--- config.mk ---
export PLATFORM = sky130hd
export DESIGN_NAME = brot_ram
export DESIGN_NICKNAME = d
export VERILOG_FILES = /design/src/rtl/brot_ram.sv
export SDC_FILE = /design/constraint.sdc
export NUM_CORES = 2
export LEC_CHECK = 0
export ABC_AREA = 1
export BUFFER_PORTS_ARGS = -buffer_cell sky130_fd_sc_hd__buf_4
export CAP_MARGIN = 20
export CORE_AREA = 2 2 531 533
export DETAILED_ROUTE_END_ITERATION = 16
export DIE_AREA = 0 0 533 535
export SLEW_MARGIN = 20
export SYNTH_ARGS = -nofsm -noshare
export SYNTH_HDL_FRONTEND = slang
export SYNTH_SLANG_ARGS = --single-unit
--- constraint.sdc ---
create_clock -name clk_i -period 3.8 [get_ports clk_i]
set_clock_uncertainty 0.1 [all_clocks]
set_input_delay 0.76 -clock clk_i [delete_from_list [all_inputs] [get_ports clk_i]]
set_output_delay 0.76 -clock clk_i [all_outputs]
set_load 0.02 [all_outputs]
--- src/rtl/brot_ram.sv ---
// ----------------------------------------------------------------------------
// brot_ram
// Generic synchronous RAM, one write port and one read port, registered read.
// ----------------------------------------------------------------------------
`default_nettype none

module brot_ram #(
  parameter int WIDTH = 8,
  parameter int DEPTH = 256
) (
  input  wire logic                     clk_i,
  input  wire logic                     we_i,
  input  wire logic [$clog2(DEPTH)-1:0] waddr_i,
  input  wire logic [WIDTH-1:0]         wdata_i,
  input  wire logic                     re_i,
  input  wire logic [$clog2(DEPTH)-1:0] raddr_i,
  output logic      [WIDTH-1:0]         rdata_o
);

  logic [WIDTH-1:0] mem_q [DEPTH];

  always_ff @(posedge clk_i) begin
    if (we_i) begin
      mem_q[waddr_i] <= wdata_i;
    end
    if (re_i) begin
      rdata_o <= mem_q[raddr_i];
    end
  end

endmodule

`default_nettype wire

==> results.sh <==
export IMPL_cts_sinks=2056
export IMPL_grt_pass1_wl_mm=355
export IMPL_worstHoldPathCells=1
export IMPL_drive_gt1_frac=0.0949
export IMPL_worst_r2r_setup_slack_ns=1.58
export IMPL_relSlewSlack=0.285
export IMPL_ctsHoldBuffers=0
export IMPL_root_buffer="clkbuf_16"
export IMPL_synth_area_um2=83500
export IMPL_io_pins=35
export IMPL_slew_viol_final=0
export IMPL_remaining_drc_errors=0
export IMPL_wl_per_cell_um=21.8
export IMPL_cp_slowest_stage_delay_ns=0.36
export IMPL_timing_critical_path_mode_cell="nand3_1"
export IMPL_avgViaCountPerCell=5.03
export IMPL_r2r_end="rdata_o[2]"
export IMPL_finalPower_mw=47.4
export IMPL_grt_pass1_vias=53477
export IMPL_area_delta_synth_final_pct=15.1
export IMPL_die_area_um2=285000
export IMPL_path_buf_inv=4
export IMPL_layout_common_cells="2121 x nand2_1, 2056 x edfxtp_1, 2019 x nand3_1"
export IMPL_ys_ff_latch=2056
export IMPL_powerDensity_nw_per_um2=493
export IMPL_crit_family="simple AND/OR/NAND/NOR gates"
export IMPL_fin_ws_ns=1.01
export IMPL_cts_made_buffers=193
export IMPL_p_leak_nw=33.1
export IMPL_cts_setup_buffers=0
export IMPL_tns_ns=0
export IMPL_drv_cap=0
export IMPL_crit_fanout=76
export IMPL_setup_worst_path_end_class="register"
export IMPL_fmax_ghz=0.358
export IMPL_clockBufferDepth=3
export IMPL_wl_mm=241
export IMPL_crit_chain="buf_8 > inv_16 > buf_12 > buf_4 > nand2_1 > nand3_1 > nand3_1 > nand3_1 > nand3_1 > nand3_1 > nand3_1 > nand2_1 > nand2_1 > nand2_1"
export IMPL_crit_type="input pin to register"
export IMPL_core_area_um2=279000
export IMPL_ant_nets=0
export IMPL_synthCells=7003
export IMPL_grt_max_degree=128
export IMPL_crit_arrival_ns=3.43
export IMPL_rows=194
export IMPL_grt_ovfl_total=0
export IMPL_syn_avg_cell_area_um2=11.9
export IMPL_chipHeight_um=535
export IMPL_crit_required_ns=4.43
export IMPL_vias=55487
export IMPL_vdd_drop_max_uv=457
export IMPL_hold_viol=0
export IMPL_synthDistinctLibCells=13
export IMPL_gp_congestion=0.884
export IMPL_first_pass_iters=6
export IMPL_reg2reg_from="mem_q[103][2]"
export IMPL_reg2reg_depth=10
export IMPL_min_delay_start="re_i"
export IMPL_ys_warn_count=0
export IMPL_clk_pin_slew_ns=0.06
export IMPL_layout_min_cycle_time_ns=2.79
export IMPL_fp_dieW_um=533
export IMPL_ys_seq_area_frac=0.740
export IMPL_worstMarginPinSlew_ns=1.07
export IMPL_period_share=0.735
export IMPL_antenna_found_initial=8
export IMPL_start_kind="input pin"
export IMPL_syn_nets=7030
export IMPL_layout_commonest_cell="nand2_1"
export IMPL_io_buffers=34
export IMPL_rsz0062_at_grt="no"
export IMPL_critPathSlowestCell="buf_12"
export IMPL_place_ws_ns=0.255
export IMPL_layout_nets=7162
export IMPL_clkLatencyLatePin_ns=0.87
export IMPL_hp_class="input pin to register"
export IMPL_gr_usage_all_layers=0.165
export IMPL_cts_tree="done"
export IMPL_min_to="rdata_o[0]"
export IMPL_final_area_um2=96100
export IMPL_start_util=0.299
export IMPL_dpl_cell_area_um2=89800
export IMPL_hpwl_mm=143
export IMPL_htree_levels=4
export IMPL_finalSetupViolCount=0
export IMPL_ctsResizeCount=0
export IMPL_drt_iter0_markers=6838
export IMPL_status="complete, no violations"
==> power breakdown <==
group	leakage [nW]	internal, mW	switching, mW	total (mW)
clock network	3.05	10.9	8.49	19.3
registers	18.5	25.0	0.0338	25.0
logic	11.6	0.765	2.25	3.01
total	33.1	36.6	10.8	47.4
==> worst max path at each step <==
| stage | cells after the start | startpoint | slack (ns) | to |
|---|---|---|---|---|
| after floorplan | 4 | we_i | 1.45 | mem_q[162][0] |
| after global placement | 13 | raddr_i[1] | 0.21 | rdata_o[2] |
| after detailed placement | 13 | raddr_i[1] | 0.25 | rdata_o[2] |
| after CTS | 1 | rdata_o[5] | 1.13 | rdata_o[5] |
| after global routing | 14 | raddr_i[0] | 0.97 | rdata_o[3] |
| final | 14 | raddr_i[0] | 1.01 | rdata_o[3] |
==> Yosys cell counts, drive strengths merged <==
master / n / share of area
nor2: 283 / 0.013
edfxtp: 2056 / 0.74
clkbuf: 112 / 0.0050
buf: 371 / 0.024
nand3: 2019 / 0.12
nand2: 2123 / 0.095
inv: 39 / 0.0018
==> kinds of logic (layout without fill, tap and decap cells) <==
kind of cell	after synthesis	after routing	share of synthesized area
other cells	0	6	0
flops	2056	2056	0.740
buf+inv	522	810	0.0312
simple gates	4425	4425	0.229
==> through the flow <==
stage          hold slack [ns]   util  cells
2_1_floorplan            0.759      -   7003
3_3_place_gp             0.943  0.322  10664
6_report                 0.220  0.345  11021
5_1_grt                  0.186  0.345  11020
3_5_place_dp             0.931  0.322  10664
4_1_cts                  0.150  0.345  11015
==> state kept, by name, indices dropped and copies added, names as in the netlist <==
signal / flops
rdata_o: 8
mem_q: 2048
==> routing by layer <==
metal | up-vias | global-route usage | share of wire
met3 | 404 | 0.0270 | 0.079
met2 | 2432 | 0.267 | 0.48
li1 | 25114 | - | -
met5 | - | 0 | 0.000054
met4 | 2 | 0.0723 | 0.042
met1 | 27535 | 0.217 | 0.40
==> cell type report <==
class | count | area, µm²
Fill cell | 26994 | 183000
Sequential cell | 2056 | 61700
Multi-Input combinational cell | 4425 | 19100
Clock buffer | 233 | 5040
Tap cell | 3724 | 4660
Timing Repair Buffer | 420 | 4100
Clock inverter | 118 | 1240
Inverter | 39 | 180
Antenna cell | 6 | 15.0
Power figures use the tool's default switching activity.
