**src/rtl/brot_pkg.sv**
```systemverilog
// ----------------------------------------------------------------------------
// brot_pkg
// Shared constants, types and codes of the strip-wise 90 degree bitmap rotator.
// ----------------------------------------------------------------------------
`default_nettype none

package brot_pkg;

  // Source store geometry; ROW_ROUND_BITS must be a power of two
  localparam int MAX_WIDTH_BYTES = 64;
  localparam int MAX_HEIGHT      = 1024;
  localparam int ROW_ROUND_BITS  = 16;

  localparam int COL_W    = $clog2(MAX_WIDTH_BYTES);
  localparam int ROW_W    = $clog2(MAX_HEIGHT);
  localparam int ADDR_W   = ROW_W + COL_W;
  localparam int DEPTH    = MAX_WIDTH_BYTES * MAX_HEIGHT;
  localparam int RND_W    = $clog2(ROW_ROUND_BITS);

  // Register fields
  localparam int WID_W    = 7;
  localparam int HGT_W    = 11;
  localparam int STRIP_W  = 7;
  localparam int DATA_W   = 11;
  localparam int IDX_W    = 2;

  // Output row length in bytes and row index within the rotated row
  localparam int BLK_W    = $clog2(MAX_HEIGHT / 8 + ROW_ROUND_BITS / 8 + 1);
  localparam int R_W      = BLK_W + 3;
  localparam int CMP_W    = (R_W > HGT_W) ? R_W : HGT_W;
  localparam int ROWS_W   = 10;

  localparam logic [2:0] BIT_LAST = 3'd7;

  typedef enum logic [IDX_W-1:0] {
    CFG_WIDTH  = 2'd0,
    CFG_HEIGHT = 2'd1,
    CFG_STRIP  = 2'd2
  } cfg_idx_e;

  typedef enum logic {
    OP_LOAD = 1'b0,
    OP_READ = 1'b1
  } op_e;

  typedef enum logic [1:0] {
    ST_IDLE,
    ST_GATHER,
    ST_LAST,
    ST_EMIT
  } state_e;

  typedef struct packed {
    logic [WID_W-1:0]   eff_w;
    logic [HGT_W-1:0]   eff_h;
    logic [STRIP_W-1:0] strip_len;
    logic [BLK_W-1:0]   row_len;
  } cfg_t;

  typedef struct packed {
    logic              we;
    logic [ADDR_W-1:0] waddr;
    logic [7:0]        wdata;
    logic              re;
    logic [ADDR_W-1:0] raddr;
  } mem_req_t;

  typedef struct packed {
    logic [7:0]        data;
    logic              strip_end;
    logic [ROWS_W-1:0] strip_rows;
    logic              image_end;
  } res_t;

endpackage

`default_nettype wire

```
**src/rtl/brot_engine.sv**
```systemverilog
// ----------------------------------------------------------------------------
// brot_engine
// Read cursors, gather sequencer over the source store and output register.
// ----------------------------------------------------------------------------
`default_nettype none

module brot_engine
  import brot_pkg::*;
(
  input  wire logic             clk_i,
  input  wire logic             rst_ni,
  input  cfg_t                  cfg_i,
  input  wire logic             restart_i,
  input  wire logic             in_valid_i,
  output logic                  in_ready_o,
  input  wire logic             operation_i,
  input  wire logic [ROW_W-1:0] row_i,
  input  wire logic [COL_W-1:0] byte_column_i,
  input  wire logic [7:0]       pixel_byte_i,
  output mem_req_t              mem_req_o,
  input  wire logic [7:0]       mem_rdata_i,
  input  wire logic             out_ready_i,
  output logic                  out_valid_o,
  output res_t                  out_o
);

  state_e             state_q, state_d;
  logic [2:0]         j_q, j_d;
  logic               cap_q, cap_d;
  logic [2:0]         cap_j_q, cap_j_d;
  logic [7:0]         byte_q, byte_d, byte_mrg;
  logic [COL_W-1:0]   col_q, col_d, col_start;
  logic [2:0]         bit_q, bit_d;
  logic [BLK_W-1:0]   blk_q, blk_d;
  logic [STRIP_W-1:0] sc_q, sc_d, sc_inc;
  res_t               hold_q, res_now;
  logic               out_valid_q;
  res_t               out_q;

  logic               in_fire, rd_fire, out_free;
  logic               issue, step, load_now, load_held;
  logic [2:0]         j_sel;
  logic [R_W-1:0]     row_sel;
  logic               row_hit, last_row, col_end, strip_hit, col_done;

  assign in_fire   = in_valid_i && in_ready_o;
  assign rd_fire   = in_fire && (operation_i == OP_READ);
  assign out_free  = !out_valid_q || out_ready_i;
  assign col_start = COL_W'(cfg_i.eff_w - WID_W'(1));

  // Next state
  always_comb begin
    state_d = state_q;
    case (state_q)
      ST_IDLE: begin
        if (rd_fire) state_d = ST_GATHER;
      end
      ST_GATHER: begin
        if (j_q == BIT_LAST) state_d = ST_LAST;
      end
      ST_LAST: begin
        state_d = out_free ? ST_IDLE : ST_EMIT;
      end
      ST_EMIT: begin
        if (out_free) state_d = ST_IDLE;
      end
      default: begin
        state_d = ST_IDLE;
      end
    endcase
  end

  // State outputs
  always_comb begin
    in_ready_o = 1'b0;
    issue      = 1'b0;
    step       = 1'b0;
    load_now   = 1'b0;
    load_held  = 1'b0;
    j_sel      = j_q;
    case (state_q)
      ST_IDLE: begin
        in_ready_o = !restart_i;
        issue      = rd_fire;
        j_sel      = 3'd0;
      end
      ST_GATHER: begin
        issue = 1'b1;
      end
      ST_LAST: begin
        step     = 1'b1;
        load_now = out_free;
      end
      ST_EMIT: begin
        load_held = out_free;
      end
      default: begin
        in_ready_o = 1'b0;
      end
    endcase
  end

  // Store access
  always_comb begin
    row_sel         = {blk_q, j_sel};
    row_hit         = CMP_W'(row_sel) < CMP_W'(cfg_i.eff_h);
    mem_req_o.we    = in_fire && (operation_i == OP_LOAD);
    mem_req_o.waddr = {row_i, byte_column_i};
    mem_req_o.wdata = pixel_byte_i;
    mem_req_o.re    = issue && row_hit;
    mem_req_o.raddr = {row_sel[ROW_W-1:0], col_q};
  end

  // Gather: pick the cursor pixel out of each returned source byte
  always_comb begin
    byte_mrg = byte_q;
    if (cap_q) byte_mrg[~cap_j_q] = mem_rdata_i[~bit_q];
    byte_d  = rd_fire ? 8'd0 : byte_mrg;
    cap_d   = mem_req_o.re;
    cap_j_d = j_sel;
    j_d     = j_q;
    if (rd_fire) begin
      j_d = 3'd1;
    end else if (state_q == ST_GATHER) begin
      j_d = j_q + 3'd1;
    end
  end

  // Result flags and cursor advance
  always_comb begin
    last_row  = ({1'b0, blk_q} + (BLK_W + 1)'(1)) >= {1'b0, cfg_i.row_len};
    col_end   = (col_q == '0);
    col_done  = last_row && (bit_q == 3'd0);
    sc_inc    = sc_q + STRIP_W'(1);
    strip_hit = (sc_inc >= cfg_i.strip_len) || col_end;

    res_now.data       = byte_mrg;
    res_now.strip_end  = col_done && strip_hit;
    res_now.strip_rows = res_now.strip_end ? ROWS_W'({sc_inc, 3'b000}) : '0;
    res_now.image_end  = col_done && col_end;

    col_d = col_q;
    bit_d = bit_q;
    blk_d = blk_q;
    sc_d  = sc_q;
    if (restart_i) begin
      col_d = col_start;
      bit_d = BIT_LAST;
      blk_d = '0;
      sc_d  = '0;
    end else if (step) begin
      if (last_row) begin
        blk_d = '0;
        if (bit_q == 3'd0) begin
          bit_d = BIT_LAST;
          sc_d  = res_now.strip_end ? '0 : sc_inc;
          col_d = col_end ? col_start : col_q - COL_W'(1);
        end else begin
          bit_d = bit_q - 3'd1;
        end
      end else begin
        blk_d = blk_q + BLK_W'(1);
      end
    end
  end

  always_ff @(posedge clk_i or negedge rst_ni) begin
    if (!rst_ni) begin
      state_q     <= ST_IDLE;
      j_q         <= '0;
      cap_q       <= 1'b0;
      cap_j_q     <= '0;
      col_q       <= COL_W'(MAX_WIDTH_BYTES - 1);
      bit_q       <= BIT_LAST;
      blk_q       <= '0;
      sc_q        <= '0;
      out_valid_q <= 1'b0;
    end else begin
      state_q <= state_d;
      j_q     <= j_d;
      cap_q   <= cap_d;
      cap_j_q <= cap_j_d;
      col_q   <= col_d;
      bit_q   <= bit_d;
      blk_q   <= blk_d;
      sc_q    <= sc_d;
      if (load_now || load_held) begin
        out_valid_q <= 1'b1;
      end else if (out_ready_i) begin
        out_valid_q <= 1'b0;
      end
    end
  end

  always_ff @(posedge clk_i) begin
    byte_q <= byte_d;
    if (step) hold_q <= res_now;
    if (load_now) begin
      out_q <= res_now;
    end else if (load_held) begin
      out_q <= hold_q;
    end
  end

  assign out_valid_o = out_valid_q;
  assign out_o       = out_q;

endmodule

`default_nettype wire

```
**config.mk**
```make
export PLATFORM = sky130hd
export DESIGN_NAME = brot_engine
export DESIGN_NICKNAME = d
export VERILOG_FILES = /design/src/rtl/brot_pkg.sv /design/src/rtl/brot_engine.sv
export SDC_FILE = /design/constraint.sdc
export NUM_CORES = 1
export LEC_CHECK = 0
export BUFFER_PORTS_ARGS = -buffer_cell sky130_fd_sc_hd__buf_2
export CORE_MARGIN = 4
export CORE_UTILIZATION = 56
export CTS_CLUSTER_DIAMETER = 120
export DETAILED_ROUTE_END_ITERATION = 8
export PLACE_DENSITY_LB_ADDON = 0.15
export SYNTH_ARGS = -nofsm -noshare
export SYNTH_HDL_FRONTEND = slang
export SYNTH_SLANG_ARGS = --single-unit
export TNS_END_PERCENT = 50
```
**constraint.sdc**
```tcl
create_clock -name clk_i -period 7.7 [get_ports clk_i]
set_clock_uncertainty 0.1 [all_clocks]
set_input_delay 0.77 -clock clk_i [delete_from_list [all_inputs] [get_ports clk_i]]
set_output_delay 0.77 -clock clk_i [all_outputs]
set_load 0.05 [all_outputs]
```
==> out/results.md <==
* **nets@finish** 605
* **placer congestion estimate** 0.8172
* **count of maximum capacitance violations** 0
* **Initial Utilization** 57.93%
* **detail-routed net length per standard cell** 14.39 um
* **cell breakdown of the critical path** and3_4 -> and3_1 -> nand3_1 -> xnor2_1 -> ha_1 -> and3_1 -> a21oi_1 -> and3_4 -> a21o_1 -> or2_0 -> o31ai_1
* **total setup violations reported at the end of the flow** 0
* **sum of overflow across all layers after global routing** 0
* **Vert. Die Dim** 97.87 um
* **final setup margin** 3934 ps
* **CTS Buf Count** 9
* **sequential-to-total area share from yosys stat** 45.17%
* **cells on worst reg2reg path** 11
* **critical setup path kind** flip-flop to flip-flop
* **Final Max Tran Viols** 0
* **RSZ-0062 raised after global routing** no
* **area occupied by multi-input gates** 1976 um2
* **Synth top cells by count** 49 x sky130_fd_sc_hd__inv_1, 40 x sky130_fd_sc_hd__nand2_1, 36 x sky130_fd_sc_hd__buf_4, 34 x sky130_fd_sc_hd__edfxtp_1, 33 x sky130_fd_sc_hd__ha_1
* **final HPWL from detailed placement** 6.550 mm
* **final critical-path required period** 3766 ps
* **number of core rows** 32
* **Max VDD drop** 0.1104 mV
* **power density relative to cell area** 241.9 nW/um2
* **CTS resizes** 0
* **first-iteration detailed-routing DRC count** 130
* **post-synthesis share of cell area spent on and, or, nand and nor gates** 15.13%
* **most instantiated flip-flop cell in the synthesis netlist** sky130_fd_sc_hd__edfxtp_1
* **fraction of the mapped netlist area in compound gates** 11.76%
* **Skew-Pair Late Insertion Delay** 350 ps
* **Syn Area/Cell** 9.985 um2
* **antenna violations before repair** 0
* **endpoint required time on the critical path** 7650 ps
* **CTS sink count** 76
* **TritonCTS clock tree** yes
* **highest-delay cell along the critical path** sky130_fd_sc_hd__or2_0
* **number of synthesized flops with an enable pin** 34
* **via count** 3298
* **final hold slack** 395.5 ps
* **CTS Root Cell** sky130_fd_sc_hd__clkbuf_8
* **Fmax** 0.2655 GHz
* **hold buffer count at CTS** 0
* **combinational family with the most area after synthesis** simple AND/OR/NAND/NOR gates
* **DRC Markers** 0
* **Post-Synth Adder-Cell Area** 9.129%
* **Via-to-Cell Ratio** 5.424
* **distinct cell type count after synthesis** 58
* **final worst-path cycle share** 48.91%
* **count of mapped cells out of synthesis** 453
* **Worst setup SP type** flip-flop
* **total global routing track utilization** 18.65%
* **FFs w/ async S/R, synth** 44.74%
* **number of H-tree levels** 3
* **post-synthesis instance area** 4523 um2
* **Core Box Area** 7807 um2
* **critical-path maximum fanout** 17
* **number of global-route vias before repair** 3244
* **number of inserted diodes** 0
* **tightest slew margin relative to the limit** 30.54%
* **Post-Place Cell Area** 4741 um2
* **first-pass GRT wire length** 14.83 mm
* **area taken by flip-flops and latches** 2043 um2
* **result of the run** finished, final reports clean
* **setup_tns** 0 ps
* **synthesized-area fraction occupied by xor and xnor cells** 3.485%
* **io pins** 135
* **number of fillers in the final layout** 694
* **area enclosed by the die boundary** 9579 um2
* **FF+latch count, synth** 76
* **number of buffers between clock root and the deepest sink** 2
* **mux cell area share after synthesis** 3.928%
* **fraction of final layout cells sized beyond drive strength 1** 23.72%
* **largest area contributor in the netlist** sky130_fd_sc_hd__edfxtp_1
* **kind of end point of the critical path** flip-flop
* **top cell type's share of synthesized area** 22.57%
* **worst-case setup slack after placement** 3979 ps
* **Antenna Nets Post-Route** 0
* **area overhead of the layout relative to synthesis** 9.184%
* **most numerous cell in the Yosys netlist** sky130_fd_sc_hd__inv_1
* **post-layout instance area** 4938 um2
* **clock-pin transition on the worst setup and hold timing paths** 80 ps
* **WP data arrival** 3710 ps
* **leading cell types by total area after synthesis** sky130_fd_sc_hd__edfxtp_1 23%, sky130_fd_sc_hd__dfrtp_1 14%, sky130_fd_sc_hd__ha_1 9.1%, sky130_fd_sc_hd__buf_4 6.0%, sky130_fd_sc_hd__dfstp_2 5.2%
* **Power, Total** 1195 uW
* **number of detailed-route iterations in the first pass** 4
* **Leakage** 0.002448 uW
* **worst min path class** primary input to asynchronous set/reset pin
* **maximum cell stage delay along the critical path** 790 ps
* **die width** 97.87 um
* **number of failing hold endpoints at the final stage** 0
* **Post-CTS Setup Repair Bufs** 0
* **wire length after detailed routing** 8.751 mm
* **largest net degree at the start of global routing** 35
* **Ys Warns** 0
* **number of port buffers** 82
* **slew at the pin closest to its max-slew limit** 1042 ps
-- flip-flops by register name, summed over array words and instances (netlist names) --
| name | count |
|---|---|
| bit_q | 3 |
| col_q | 6 |
| blk_q | 8 |
| out_valid_o | 1 |
| byte_q | 8 |
| cap_q | 1 |
| state_q | 2 |
| hold_q | 17 |
| j_q | 3 |
| cap_j_q | 3 |
| out_o | 17 |
| sc_q | 7 |
-- critical path: cells and delay by family (launching register included) --
| family | cells | cell delay, ps |
|---|---|---|
| and+or+nand+nor | 6 | 1780 |
| AOI/OAI and AO/OA | 3 | 560 |
| xor gates and xnor gates | 1 | 220 |
| adders and majority gates | 1 | 280 |
| DFF | 1 | 540 |
-- worst paths after layout --
path                                       from  slack [ps]                    to
min in group clk_i         col_q[1]$_DFFE_PN1P_         410  col_q[1]$_DFFE_PN1P_
max                        blk_q[2]$_DFFE_PN0P_        3930    out_o[8]$_DFFE_PP_
max in group asynchronous                rst_ni        6610  blk_q[5]$_DFFE_PN0P_
min reg2reg                col_q[1]$_DFFE_PN1P_         410  col_q[1]$_DFFE_PN1P_
max reg2reg                blk_q[2]$_DFFE_PN0P_        3930    out_o[8]$_DFFE_PP_
min                                      rst_ni         400   sc_q[6]$_DFFE_PN0P_
-- logic make-up after synthesis --
group	count (synthesis)
AOI/OAI and AO/OA	80
xor gates and xnor gates	18
adders and majority gates	33
buffers and inverters	96
DFF	76
muxes	15
other	1
and+or+nand+nor	134
-- through the flow --
stage / util, % / cells
after floorplan: - / 455
after detailed placement: 60.72 / 592
after global placement: 60.72 / 592
final: 63.25 / 608
after CTS: 63.25 / 608
after global routing: 63.25 / 608
-- cell type report --
| class | count | share of cell area, % |
|---|---|---|
| clock buffer | 12 | 3.370 |
| clock inverter | 4 | 0.6334 |
| sequential | 76 | 41.37 |
| inverter | 49 | 3.724 |
| multi-input combinational | 283 | 40.00 |
| tap | 102 | 2.584 |
| timing repair buffer | 82 | 8.310 |
-- report_power, final --
group          internal [uW]  switching [uW]
combinational            109             237
sequential               503            45.8
clock                    146             153
-- metal layers --
metal | wire length, um | global-route usage [%] | share of wire (%)
met4 | 113 | 4.473 | 1.3
met3 | 541 | 4.143 | 6.2
met5 | 0 | 0 | 0
met2 | 4257 | 31.78 | 49
met1 | 3838 | 24.24 | 44
-- cells in the final DEF, fill, tap and decap left out, types with 6 or more instances in the layout --
master / Yosys / routed
sky130_fd_sc_hd__nor2b_1: 8 / 8
sky130_fd_sc_hd__mux2i_1: 11 / 11
sky130_fd_sc_hd__clkbuf_8: 0 / 10
sky130_fd_sc_hd__dfxtp_1: 8 / 8
sky130_fd_sc_hd__edfxtp_1: 34 / 34
sky130_fd_sc_hd__a32o_1: 6 / 6
sky130_fd_sc_hd__xor2_1: 10 / 10
sky130_fd_sc_hd__ha_1: 33 / 33
sky130_fd_sc_hd__xnor2_1: 8 / 8
sky130_fd_sc_hd__nor3_1: 6 / 6
sky130_fd_sc_hd__inv_1: 49 / 49
sky130_fd_sc_hd__a21oi_1: 17 / 17
sky130_fd_sc_hd__dfrtp_1: 25 / 25
sky130_fd_sc_hd__dfstp_2: 9 / 9
sky130_fd_sc_hd__nand3_1: 10 / 10
sky130_fd_sc_hd__o31ai_1: 8 / 8
sky130_fd_sc_hd__nand2b_1: 7 / 7
sky130_fd_sc_hd__nand2_1: 40 / 40
sky130_fd_sc_hd__nor2_1: 29 / 29
sky130_fd_sc_hd__o21ai_0: 25 / 25
sky130_fd_sc_hd__buf_2: 1 / 82
Note: power is estimated with default switching activity, not from simulation.
