<file path="src/rtl/brot_pkg.sv">
// ----------------------------------------------------------------------------
// brot_pkg
// Shared constants, types and codes of the strip-wise 90 degree bitmap rotator.
// ----------------------------------------------------------------------------
`default_nettype none

package brot_pkg;

  // Source store geometry; ROW_ROUND_BITS must be a power of two
  localparam int MAX_WIDTH_BYTES = 64;
  localparam int MAX_HEIGHT      = 1024;
  localparam int ROW_ROUND_BITS  = 16;

  localparam int COL_W    = $clog2(MAX_WIDTH_BYTES);
  localparam int ROW_W    = $clog2(MAX_HEIGHT);
  localparam int ADDR_W   = ROW_W + COL_W;
  localparam int DEPTH    = MAX_WIDTH_BYTES * MAX_HEIGHT;
  localparam int RND_W    = $clog2(ROW_ROUND_BITS);

  // Register fields
  localparam int WID_W    = 7;
  localparam int HGT_W    = 11;
  localparam int STRIP_W  = 7;
  localparam int DATA_W   = 11;
  localparam int IDX_W    = 2;

  // Output row length in bytes and row index within the rotated row
  localparam int BLK_W    = $clog2(MAX_HEIGHT / 8 + ROW_ROUND_BITS / 8 + 1);
  localparam int R_W      = BLK_W + 3;
  localparam int CMP_W    = (R_W > HGT_W) ? R_W : HGT_W;
  localparam int ROWS_W   = 10;

  localparam logic [2:0] BIT_LAST = 3'd7;

  typedef enum logic [IDX_W-1:0] {
    CFG_WIDTH  = 2'd0,
    CFG_HEIGHT = 2'd1,
    CFG_STRIP  = 2'd2
  } cfg_idx_e;

  typedef enum logic {
    OP_LOAD = 1'b0,
    OP_READ = 1'b1
  } op_e;

  typedef enum logic [1:0] {
    ST_IDLE,
    ST_GATHER,
    ST_LAST,
    ST_EMIT
  } state_e;

  typedef struct packed {
    logic [WID_W-1:0]   eff_w;
    logic [HGT_W-1:0]   eff_h;
    logic [STRIP_W-1:0] strip_len;
    logic [BLK_W-1:0]   row_len;
  } cfg_t;

  typedef struct packed {
    logic              we;
    logic [ADDR_W-1:0] waddr;
    logic [7:0]        wdata;
    logic              re;
    logic [ADDR_W-1:0] raddr;
  } mem_req_t;

  typedef struct packed {
    logic [7:0]        data;
    logic              strip_end;
    logic [ROWS_W-1:0] strip_rows;
    logic              image_end;
  } res_t;

endpackage

`default_nettype wire

</file>
<file path="src/rtl/brot_cfg.sv">
// ----------------------------------------------------------------------------
// brot_cfg
// Configuration registers, clamped working values and output row length.
// ----------------------------------------------------------------------------
`default_nettype none

module brot_cfg
  import brot_pkg::*;
(
  input  wire logic              clk_i,
  input  wire logic              rst_ni,
  input  wire logic              cfg_valid_i,
  output logic                   cfg_ready_o,
  input  wire logic [IDX_W-1:0]  cfg_index_i,
  input  wire logic [DATA_W-1:0] cfg_data_i,
  output logic                   restart_o,
  output cfg_t                   cfg_o
);

  logic [WID_W-1:0]   wid_q, wid_d;
  logic [HGT_W-1:0]   hgt_q, hgt_d;
  logic [STRIP_W-1:0] stp_q, stp_d;
  logic               restart_q, restart_d;
  logic               cfg_fire;
  logic [HGT_W-1:0]   neg_h;
  logic [RND_W-1:0]   pad_bits;
  logic [BLK_W-1:0]   blocks;

  assign cfg_ready_o = 1'b1;
  assign cfg_fire    = cfg_valid_i && cfg_ready_o;
  assign restart_o   = restart_q;

  always_comb begin
    wid_d     = wid_q;
    hgt_d     = hgt_q;
    stp_d     = stp_q;
    restart_d = 1'b0;
    if (cfg_fire) begin
      case (cfg_index_i)
        CFG_WIDTH: begin
          wid_d     = cfg_data_i[WID_W-1:0];
          restart_d = 1'b1;
        end
        CFG_HEIGHT: begin
          hgt_d     = cfg_data_i[HGT_W-1:0];
          restart_d = 1'b1;
        end
        CFG_STRIP: begin
          stp_d     = cfg_data_i[STRIP_W-1:0];
          restart_d = 1'b1;
        end
        default: begin
          restart_d = 1'b0;
        end
      endcase
    end
  end

  always_ff @(posedge clk_i or negedge rst_ni) begin
    if (!rst_ni) begin
      wid_q     <= WID_W'(MAX_WIDTH_BYTES);
      hgt_q     <= HGT_W'(MAX_HEIGHT);
      stp_q     <= STRIP_W'(1);
      restart_q <= 1'b0;
    end else begin
      wid_q     <= wid_d;
      hgt_q     <= hgt_d;
      stp_q     <= stp_d;
      restart_q <= restart_d;
    end
  end

  always_comb begin
    if (wid_q == '0) begin
      cfg_o.eff_w = WID_W'(1);
    end else if (wid_q > WID_W'(MAX_WIDTH_BYTES)) begin
      cfg_o.eff_w = WID_W'(MAX_WIDTH_BYTES);
    end else begin
      cfg_o.eff_w = wid_q;
    end

    if (hgt_q == '0) begin
      cfg_o.eff_h = HGT_W'(1);
    end else if (hgt_q > HGT_W'(MAX_HEIGHT)) begin
      cfg_o.eff_h = HGT_W'(MAX_HEIGHT);
    end else begin
      cfg_o.eff_h = hgt_q;
    end

    cfg_o.strip_len = (stp_q == '0) ? STRIP_W'(1) : stp_q;

    blocks          = BLK_W'(({1'b0, cfg_o.eff_h} + (HGT_W + 1)'(7)) >> 3);
    neg_h           = HGT_W'(0) - cfg_o.eff_h;
    pad_bits        = neg_h[RND_W-1:0];
    cfg_o.row_len   = blocks + BLK_W'(pad_bits >> 3);
  end

endmodule

`default_nettype wire

</file>
<file path="config.mk">
export PLATFORM = sky130hd
export DESIGN_NAME = brot_cfg
export DESIGN_NICKNAME = d
export VERILOG_FILES = /design/src/rtl/brot_pkg.sv /design/src/rtl/brot_cfg.sv
export SDC_FILE = /design/constraint.sdc
export NUM_CORES = 1
export LEC_CHECK = 0
export BUFFER_PORTS_ARGS = -buffer_cell sky130_fd_sc_hd__buf_2
export CORE_MARGIN = 1.5
export CORE_UTILIZATION = 53
export DETAILED_ROUTE_END_ITERATION = 8
export PLACE_DENSITY = 0.84
export SLEW_MARGIN = 20
export SYNTH_ARGS = -nofsm -noshare
export SYNTH_HDL_FRONTEND = slang
export SYNTH_SLANG_ARGS = --single-unit
</file>
<file path="constraint.sdc">
create_clock -name clk_i -period 5.7 [get_ports clk_i]
set_input_delay 0.855 -clock clk_i [delete_from_list [all_inputs] [get_ports clk_i]]
set_output_delay 0.855 -clock clk_i [all_outputs]
set_load 0.03 [all_outputs]
</file>
==> out/summary.txt, run 1 <==
Status - finished clean
Hold Worst Slack - 0.515 ns
Critical Path Source - hgt_q[6]$_DFFE_PN0P_
Setup Viol. Count Final - 0
Gr ovfl total - 0
Max stage delay cell, worst path - or4_1
RSZ-0062 raised after global routing - false
Die Height - 55.7 µm
WL per Instance - 14.3 µm
CTS tree - built
Placed Instances - 195
Relative slew slack - 63.3%
Row cnt - 18
Count leader, synth - mux2_2
Pre-antenna DRT Iters - 4
Initial DRC Count - 22
CP Cell Sequence - or4_1 -> nor3_2 -> nor3_1 -> a211oi_1 -> ha_1 -> ha_1 -> a41oi_2 -> or4_1 -> a21oi_1 -> buf_2
FF+latch count, synth - 26
Layout Nets - 188
Post-CTS Resized - 0
Antenna Cells - 0
Synth unique cells - 35
Die X - 55.7 µm
Sequential area share after synthesis - 44.4%
Drt drc - 0
Hold WC Path Type - in2async
Arr. time, crit path - 3.39 ns
Clock-pin slew on the worst setup and hold paths - 0.13 ns
GRT Overall Usage - 18.2%
Clk_lat worst skew - 0.30 ns
Req. time, crit path - 4.85 ns
Area Overhead vs Synth - 15.2%
CP startpoint kind - register
Initial antenna violation count - 0
Core area - 0.00254 mm²
Final worst-path cycle share - 74.4%
Initial core utilization - 57.9%
Vias in the first global route - 1036
Syn Area/Cell - 11.3 µm²
Max-Cap Viols - 0
Area contributors post-synth - dfrtp_1, mux2_2, dfstp_2, and2b_1, nor2b_1
DR vias/cell - 5.65
Clock sink count - 26
Kind of critical path - reg2out
Synthesized area - 0.00147 mm²
CTS Buf Count - 3
Area leader, netlist - dfrtp_1
IO Port Bufs - 49
Worst-case clock buffer depth - 2
Routed Antenna Nets - 0
Highest clock rate - 236 MHz
CTS H-tree depth - 1
Ys flop type - dfrtp_1
Layout cell share with drive strength beyond 1 - 50.3%
Peak VDD IR - 0.259 mV
R2R Path Start - hgt_q[10]$_DFFE_PN1P_
Clk_skew - 0 ns
Syn. warnings - 0
Cell Pwr Density - 366 mW/mm²
Setup Buffers After CTS - 0
Syn nets - 148
Largest net degree at the start of global routing - 27
Shortest period the worst path allows - 4.24 ns
Lkg Pwr - 0.813 nW
Gate Count Post-Synth - 130
Synth cell count leaders - mux2_2, dfrtp_1, clkbuf_1
Root buf cell - clkbuf_4
Asr flop ratio synth - 100%
Fin. max-slew vios - 0
Final Hold Fails - 0
Worst slew pin tran - 0.549 ns
Drt total wl - 2840 µm
Routed via count - 1124
Yosys top cell area share - 39.1%
Gpl congestion - 0.760
Overall power - 0.621 mW
Critical Path Max Stage Delay - 0.56 ns
Ports - 51
Fin cells - 199
Post-synth EDFFs - 0
CTS Hold Bufs - 0
CP max FO - 7
Total die area - 0.00310 mm²
First-pass GRT wire length - 4600 µm
DP HPWL - 2240 µm
Setup tns final - 0 ns
Worst setup EP type - output port
==> cell families (layout without fill, tap and decap cells) <==
| logic type | Yosys count | count (layout) | share of synthesized area [%] |
|---|---|---|---|
| adders and majority gates | 2 | 2 | 1.70 |
| buffers and inverters | 16 | 55 | 6.29 |
| DFF | 26 | 26 | 44.4 |
| xor gates and xnor gates | 5 | 5 | 2.97 |
| and+or+nand+nor | 39 | 39 | 16.1 |
| muxes | 25 | 25 | 19.1 |
| other | 1 | 1 | 0.255 |
| AOI/OAI and AO/OA | 16 | 16 | 9.09 |
==> critical path: cells and delay by family, from the launching register on <==
family / cells / cell delay (ns)
compound gates: 3 / 0.56
fa+ha+maj: 2 / 0.59
buf+inv: 1 / 0.21
flops: 1 / 0.47
simple gates: 4 / 1.23
==> final timing paths <==
kind | endpoint | slack (ns) | cells after the start
max in group asynchronous | hgt_q[10]$_DFFE_PN1P_ | 4.81 | 1
min reg2reg | wid_q[0]$_DFFE_PN0P_ | 0.53 | 1
max reg2reg | hgt_q[10]$_DFFE_PN1P_ | 4.72 | 1
max | cfg_o[4] | 1.46 | 10
min | wid_q[4]$_DFFE_PN0P_ | 0.51 | 1
min in group clk_i | wid_q[0]$_DFFE_PN0P_ | 0.53 | 1
==> registers in the layout, indices dropped and copies added, names as in the netlist <==
name / count
hgt_q: 11
restart_o: 1
stp_q: 7
wid_q: 7
==> placed cells by master, fill, tap and decap left out, drive strengths merged <==
cell type	n
a31oi	1
nand2	1
conb	1
or3	1
o31ai	1
xnor2	1
nor3b	1
a41oi	1
and2b	6
buf	49
a211o	1
a211oi	2
a21boi	1
mux2	25
o2111ai	1
nor4	1
dfrtp	23
or4	3
nor2	6
nand3	6
inv	2
clkbuf	4
a21oi	5
nor3	5
o211ai	1
nor2b	7
a31o	1
nand3b	2
a21o	1
dfstp	3
ha	2
xor2	4
==> layer usage <==
layer | global-route usage [%] | vias up | part of all wire (%)
met4 | 5.23 | 0 | 0.60
met2 | 31.3 | 49 | 49
met3 | 3.02 | 2 | 6.2
met5 | 0 | - | 0
li1 | - | 534 | -
met1 | 23.4 | 539 | 44
==> area by class of cell <==
type | instances | area [µm²]
Multi-Input combinational cell | 88 | 726
Fill cell | 210 | 848
Tap cell | 30 | 37.5
Clock buffer | 4 | 26.3
Sequential cell | 26 | 654
Inverter | 2 | 7.51
Timing Repair Buffer | 49 | 245
==> per-stage QoR <==
stage	setup WS, ns	instance area, µm²	util, %
2_1_floorplan	1.88	1470	-
3_3_place_gp	1.97	1670	65.6
3_5_place_dp	1.81	1670	65.6
4_1_cts	1.46	1700	66.7
5_1_grt	1.30	1700	66.7
6_report	1.46	1700	66.7
==> report_power, final <==
part | switching (mW) | internal [mW] | leakage (nW) | total [mW]
combinational | 0.181 | 0.101 | 0.494 | 0.281
sequential | 0.0433 | 0.222 | 0.304 | 0.265
clock | 0.0472 | 0.0272 | 0.0150 | 0.0745
total | 0.271 | 0.350 | 0.813 | 0.621
(Power assumes the default switching activity.)
==> run 2, diff against run 1 <==
--- a/config.mk
+++ b/config.mk
@@ -7,9 +7,9 @@
 export LEC_CHECK = 0
 export BUFFER_PORTS_ARGS = -buffer_cell sky130_fd_sc_hd__buf_2
 export CORE_MARGIN = 1.5
-export CORE_UTILIZATION = 53
+export CORE_UTILIZATION = 44
 export DETAILED_ROUTE_END_ITERATION = 8
-export PLACE_DENSITY = 0.84
+export PLACE_DENSITY = 0.74
 export SLEW_MARGIN = 20
 export SYNTH_ARGS = -nofsm -noshare
 export SYNTH_HDL_FRONTEND = slang
==> constraint.sdc (replaced) <==
create_clock -name clk_i -period 3.73 [get_ports clk_i]
set_input_delay 0.5595 -clock clk_i [delete_from_list [all_inputs] [get_ports clk_i]]
set_output_delay 0.5595 -clock clk_i [all_outputs]
set_load 0.03 [all_outputs]
==> out/summary.txt, run 2 (synthesized netlist as in run 1, its figures left out) <==
Layout cell share with drive strength beyond 1 - 57.0% (was 50.3%)
Hold Worst Slack - 0.212 ns (was 0.515 ns)
Clk_lat worst skew - 0.31 ns (was 0.30 ns)
Final worst-path cycle share - 96.6%
CTS Buf Count - 3 (unchanged)
Arr. time, crit path - 3.04 ns (was 3.39 ns)
Reg-to-reg slack, setup - 2.71 ns (was 4.72 ns)
Vias in the first global route - 1116 (was 1036)
Routed via count - 1136 (was 1124)
Initial core utilization - 47.1% (was 57.9%)
Global-route met3 utilization - 3.20% (was 3.02%)
Leading cell type in the layout, fill and taps excluded - buf_2 (unchanged)
Setup tns final - 0 ns (unchanged)
Relative slew slack - 63.0% (was 63.3%)
Kind of critical path - reg2out (unchanged)
R2R Path Start - hgt_q[10]$_DFFE_PN1P_ (unchanged)
Hold WC Path Type - in2async (unchanged)
Initial DRC Count - 74 (was 22)
Worst-case clock buffer depth - 2 (unchanged)
CP startpoint kind - register (unchanged)
Clock sink count - 26 (unchanged)
Design area - 0.00182 mm² (was 0.00170 mm²)
CTS tree - built (unchanged)
Gr ovfl total - 0 (unchanged)
Fin. max-slew vios - 0 (unchanged)
WL per Instance - 14.4 µm (was 14.3 µm)
Reg2reg path depth - 1 (unchanged)
Clock-pin slew on the worst setup and hold paths - 0.13 ns (about the same)
DP Area - 0.00170 mm² (was 0.00167 mm²)
CTS Hold Bufs - 0 (unchanged)
Max-Cap Viols - 0 (unchanged)
Shortest period the worst path allows - 3.60 ns
Routed Antenna Nets - 0 (unchanged)
Top flop regs - hgt_q: 11 flops, stp_q: 7 flops, wid_q: 7 flops (unchanged)
CP max FO - 3 (was 7)
Clk_skew - 0 ns (unchanged)
CTS H-tree depth - 1 (unchanged)
RSZ-0062 raised after global routing - true (was false)
Drt total wl - 3120 µm (was 2840 µm)
Final core occ - 58.0% (was 66.7%)
M1 GR Usage - 22.3% (was 23.4%)
First-pass GRT wire length - 5030 µm (was 4600 µm)
CP Cell Sequence - or4_4 -> nor3_4 -> nor3_2 -> a211oi_2 -> ha_2 -> ha_4 -> a41oi_4 -> or4_4 -> a21oi_2 -> buf_6 (was or4_1 -> nor3_2 -> nor3_1 -> a211oi_1 -> ha_1 -> ha_1 -> a41oi_2 -> or4_1 -> a21oi_1 -> buf_2)
Ports - 51 (unchanged)
Setup Viol. Count Final - 0 (unchanged)
Capturing point of the worst reg2reg path - hgt_q[10]$_DFFE_PN1P_ (unchanged)
Max reg flops - 11 (unchanged)
DP HPWL - 2380 µm (was 2240 µm)
Worst setup EP type - output port (unchanged)
Critical Path Max Stage Delay - 0.54 ns (was 0.56 ns)
Gpl congestion - 0.828 (was 0.760)
Largest net degree at the start of global routing - 27 (unchanged)
Reg with most FFs - hgt_q (unchanged)
Req. time, crit path - 3.17 ns (was 4.85 ns)
Initial antenna violation count - 0 (unchanged)
Highest clock rate - 278 MHz
GRT busiest layer - met2 (unchanged)
DR vias/cell - 5.26 (was 5.65)
GRT Overall Usage - 18.2% (about the same)
Cell Pwr Density - 549 mW/mm² (was 366 mW/mm²)
Die Height - 60.9 µm (was 55.7 µm)
Peak VDD IR - 0.282 mV (was 0.259 mV)
CP most frequent cell - or4_4
Commonest non-fill, non-tap cells in the layout - buf_2, mux2_2, dfrtp_1, nor2b_1 (unchanged)
Layout Nets - 191 (was 188)
Worst slew pin tran - 0.553 ns (was 0.549 ns)
Die X - 60.9 µm (was 55.7 µm)
Pre-antenna DRT Iters - 4 (unchanged)
Final Hold Fails - 0 (unchanged)
Core area - 0.00313 mm² (was 0.00254 mm²)
Status - finished clean (unchanged)
Root buf cell - clkbuf_4 (unchanged)
IO Port Bufs - 49 (unchanged)
Total die area - 0.00370 mm² (was 0.00310 mm²)
Max stage delay cell, worst path - or4_4 (was or4_1)
Drt drc - 0 (unchanged)
Row cnt - 20 (was 18)
Antenna Cells - 0 (unchanged)
Lkg Pwr - 0.837 nW (was 0.813 nW)
Area Overhead vs Synth - 23.3% (was 15.2%)
M2 GR Usage - 32.6% (was 31.3%)
run 2: changes by cell type in the layout (fill, tap and decap cells not counted), sizes merged:
cell  before  now
buf       49   52
run 2: final cells by class:
| type | instances | area [µm²] |
|---|---|---|
| flip-flops and latches | 26 | 654 |
| fillers | 282 | 1310 |
| clock buffers | 4 | 26.3 |
| repair buffers | 52 | 279 |
| multi-input cells | 88 | 793 |
| well taps | 44 | 55.1 |
| inverters | 2 | 7.51 |
run 2: what timing repair did:
action                                  CTS  global route
pin swaps                                 2             8
endpoints found under the setup margin    2             5
gates resized for setup                   3            16
setup buffers                             2             0
run 2: worst max path at each step:
stage                to  cells after the start  slack, ns            startpoint
6_report       cfg_o[4]                     10       0.13  hgt_q[6]$_DFFE_PN0P_
5_1_grt        cfg_o[4]                     10      -0.09  hgt_q[6]$_DFFE_PN0P_
4_1_cts        cfg_o[7]                     10       0.01  hgt_q[0]$_DFFE_PN0P_
3_5_place_dp   cfg_o[4]                     10       0.13  hgt_q[7]$_DFFE_PN0P_
3_3_place_gp   cfg_o[4]                     10       0.30  hgt_q[7]$_DFFE_PN0P_
2_1_floorplan  cfg_o[4]                      9       0.20  hgt_q[6]$_DFFE_PN0P_
run 2: critical path, delay by kind of cell (launching register included):
| family | cells | cell delay (ns) |
|---|---|---|
| fa+ha+maj | 2 | 0.43 |
| simple gates | 4 | 1.27 |
| buf+inv | 1 | 0.14 |
| flops | 1 | 0.40 |
| compound gates | 3 | 0.48 |
run 2: power breakdown:
part / internal [mW] / total [mW] / switching, mW
Combinational: 0.179 / 0.474 / 0.295
Clock: 0.0418 / 0.117 / 0.0755
Sequential: 0.339 / 0.406 / 0.0673
Total: 0.559 / 0.997 / 0.438
run 2: per-stage QoR:
step | instances | worst slack (ns) | power, mW
2_1_floorplan | 130 | 0.205 | 0.743
3_3_place_gp | 210 | 0.297 | 0.831
3_5_place_dp | 210 | 0.126 | 0.847
4_1_cts | 216 | 0.0109 | 0.975
5_1_grt | 216 | -0.0878 | 1.06
6_report | 216 | 0.128 | 0.997
run 2: layer usage:
layer / share of wire, % / vias up / wire [µm]
met5: 0 / - / 0
met1: 44 / 547 / 1370
li1: - / 545 / -
met4: 0.42 / 0 / 13
met3: 4.7 / 2 / 147
met2: 51 / 42 / 1590
==> run 3, diff against run 2 <==
--- a/config.mk
+++ b/config.mk
@@ -9,6 +9,7 @@
 export CORE_MARGIN = 1.5
 export CORE_UTILIZATION = 44
 export DETAILED_ROUTE_END_ITERATION = 8
+export GPL_TIMING_DRIVEN = 0
 export PLACE_DENSITY = 0.74
 export SLEW_MARGIN = 20
 export SYNTH_ARGS = -nofsm -noshare
==> out/summary.txt, run 3 (synthesized netlist as in run 1, its figures left out) <==
WL per Instance - 13.4 µm (was 14.4 µm)
DP HPWL - 2410 µm (was 2380 µm)
Req. time, crit path - 3.17 ns (about the same)
Final worst-path cycle share - 96.2% (was 96.6%)
Hold WC Path Type - in2async (unchanged)
IO Port Bufs - 49 (unchanged)
Peak VDD IR - 0.293 mV (was 0.282 mV)
Buf/Inv on CP - 3 (was 1)
CTS Hold Bufs - 0 (unchanged)
Pre-antenna DRT Iters - 2 (was 4)
Max stage delay cell, worst path - dfrtp_1 (was or4_4)
Worst-case clock buffer depth - 2 (unchanged)
CP max FO - 9 (was 3)
CP startpoint kind - register (unchanged)
Critical Path Max Stage Delay - 0.42 ns (was 0.54 ns)
Max-Cap Viols - 0 (unchanged)
Setup tns final - 0 ns (unchanged)
Combinational Power Share - 49.2% (was 47.5%)
Status - finished clean (unchanged)
Layout Nets - 206 (was 191)
Initial DRC Count - 47 (was 74)
Initial core utilization - 47.1% (unchanged)
Final Hold Fails - 0 (unchanged)
First-pass GRT wire length - 5020 µm (was 5030 µm)
Internal power - 0.594 mW (was 0.559 mW)
Clk_lat worst skew - 0.30 ns (was 0.31 ns)
Sw frac - 42.7% (was 43.9%)
Reg2reg path depth - 2 (was 1)
Fin cells - 231 (was 216)
Routed via count - 1166 (was 1136)
Die X - 60.9 µm (unchanged)
Area Overhead vs Synth - 29.9% (was 23.3%)
CP delay by family, top - simple AND/OR/NAND/NOR gates (unchanged)
Initial antenna violation count - 0 (unchanged)
Relative slew slack - 63.2% (was 63.0%)
CTS Buf Count - 3 (unchanged)
Gr ovfl total - 0 (unchanged)
Worst setup margin - 0.141 ns (was 0.128 ns)
Worst setup EP type - output port (unchanged)
Clk_skew - 0 ns (unchanged)
Shortest period the worst path allows - 3.59 ns (was 3.60 ns)
Worst slew pin tran - 0.550 ns (was 0.553 ns)
DR vias/cell - 5.05 (was 5.26)
Die Height - 60.9 µm (unchanged)
Drt total wl - 3090 µm (was 3120 µm)
Largest net degree at the start of global routing - 27 (unchanged)
Final core occ - 61.2% (was 58.0%)
Gpl congestion - 0.841 (was 0.828)
Fin. max-slew vios - 0 (unchanged)
Commonest non-fill, non-tap cells in the layout - buf_2, mux2_2, dfrtp_1, clkbuf_1, nor2b_1 (was buf_2, mux2_2, dfrtp_1, nor2b_1)
NetSw - 0.443 mW (was 0.438 mW)
Lkg Pwr - 0.887 nW (was 0.837 nW)
Cell Pwr Density - 543 mW/mm² (was 549 mW/mm²)
CTS H-tree depth - 1 (unchanged)
Layout cell share with drive strength beyond 1 - 55.6% (was 57.0%)
CP Depth - 11 (was 10)
Total die area - 0.00370 mm² (unchanged)
Routed Antenna Nets - 0 (unchanged)
Fillers - 273 (was 282)
Reg with most FFs - hgt_q (unchanged)
CP Cell Sequence - or3_1 -> buf_6 -> nor3_2 -> a211oi_2 -> ha_2 -> buf_4 -> or4_1 -> o211ai_1 -> a21oi_1 -> a31o_2 -> buf_2 (was or4_4 -> nor3_4 -> nor3_2 -> a211oi_2 -> ha_2 -> ha_4 -> a41oi_4 -> or4_4 -> a21oi_2 -> buf_6)
GRT Overall Usage - 17.9% (was 18.2%)
Antenna Cells - 0 (unchanged)
Place WS - 0.101 ns (was 0.126 ns)
Clock-pin slew on the worst setup and hold paths - 0.13 ns (about the same)
Highest clock rate - 279 MHz (was 278 MHz)
Row cnt - 20 (unchanged)
Seq pwr share - 37.7% (was 40.7%)
Clock sink count - 26 (unchanged)
Ports - 51 (unchanged)
Placed Instances - 223 (was 210)
RSZ-0062 raised after global routing - false (was true)
Core area - 0.00313 mm² (unchanged)
Vias in the first global route - 1144 (was 1116)
Arr. time, crit path - 3.03 ns (was 3.04 ns)
Kind of critical path - reg2out (unchanged)
Drt drc - 0 (unchanged)
CTS tree - built (unchanged)
Leading cell type in the layout, fill and taps excluded - buf_2 (unchanged)
Root buf cell - clkbuf_4 (unchanged)
Hold Worst Slack - 0.221 ns (was 0.212 ns)
Setup Viol. Count Final - 0 (unchanged)
Power share of the clock group - 13.0% (was 11.8%)
Max reg flops - 11 (unchanged)
Top flop regs - hgt_q: 11 flops, stp_q: 7 flops, wid_q: 7 flops (unchanged)
-- run 3: final timing paths --
| path | from | endpoint | slack (ns) |
|---|---|---|---|
| setup / recovery | hgt_q[0]$_DFFE_PN0P_ | cfg_o[7] | 0.14 |
| hold / removal | rst_ni | wid_q[3]$_DFFE_PN0P_ | 0.22 |
| setup reg to reg | hgt_q[10]$_DFFE_PN1P_ | hgt_q[10]$_DFFE_PN1P_ | 2.69 |
| hold reg to reg | stp_q[2]$_DFFE_PN0P_ | stp_q[2]$_DFFE_PN0P_ | 0.55 |
| max in group asynchronous | rst_ni | hgt_q[6]$_DFFE_PN0P_ | 3.12 |
| min in group clk_i | cfg_data_i[7] | hgt_q[7]$_DFFE_PN0P_ | 0.47 |
-- run 3: layout make-up --
| cell class | instances | area [µm²] | share of cell area, % |
|---|---|---|---|
| repair buffers | 53 | 282 | 14.7 |
| clock buffers | 4 | 36.3 | 1.90 |
| multi-input cells | 88 | 792 | 41.4 |
| well taps | 44 | 55.1 | 2.88 |
| inverters | 2 | 7.51 | 0.392 |
| flip-flops and latches | 26 | 656 | 34.3 |
| plain buffers | 14 | 85.1 | 4.45 |
-- run 3: power groups by stage --
stage                     clock, mW  combinational (mW)  sequential [mW]
after floorplan                   0               0.361            0.382
after global placement            0               0.461            0.394
after detailed placement          0               0.469            0.400
after CTS                     0.141               0.494            0.389
after global routing          0.153               0.549            0.402
final                         0.135               0.511            0.392
-- run 3: layer usage --
metal	track usage (%)	part of all wire, %
met1	21.7	44
met2	33.5	51
met3	3.20	4.7
met4	2.80	0.42
met5	0	0
-- run 3: what timing repair did --
action | 4_1_cts | 5_1_grt
gates resized for setup | 5 | 10
buffers inserted | 4 | 0
pin swaps | 4 | 3
setup endpoints to repair | 2 | 4
cloned | 0 | 0
-- run 3: through the flow --
step / area (µm²) / total power, mW
after floorplan: 1470 / 0.743
after global placement: 1770 / 0.855
after detailed placement: 1770 / 0.869
after CTS: 1860 / 1.02
after global routing: 1910 / 1.10
final: 1910 / 1.04
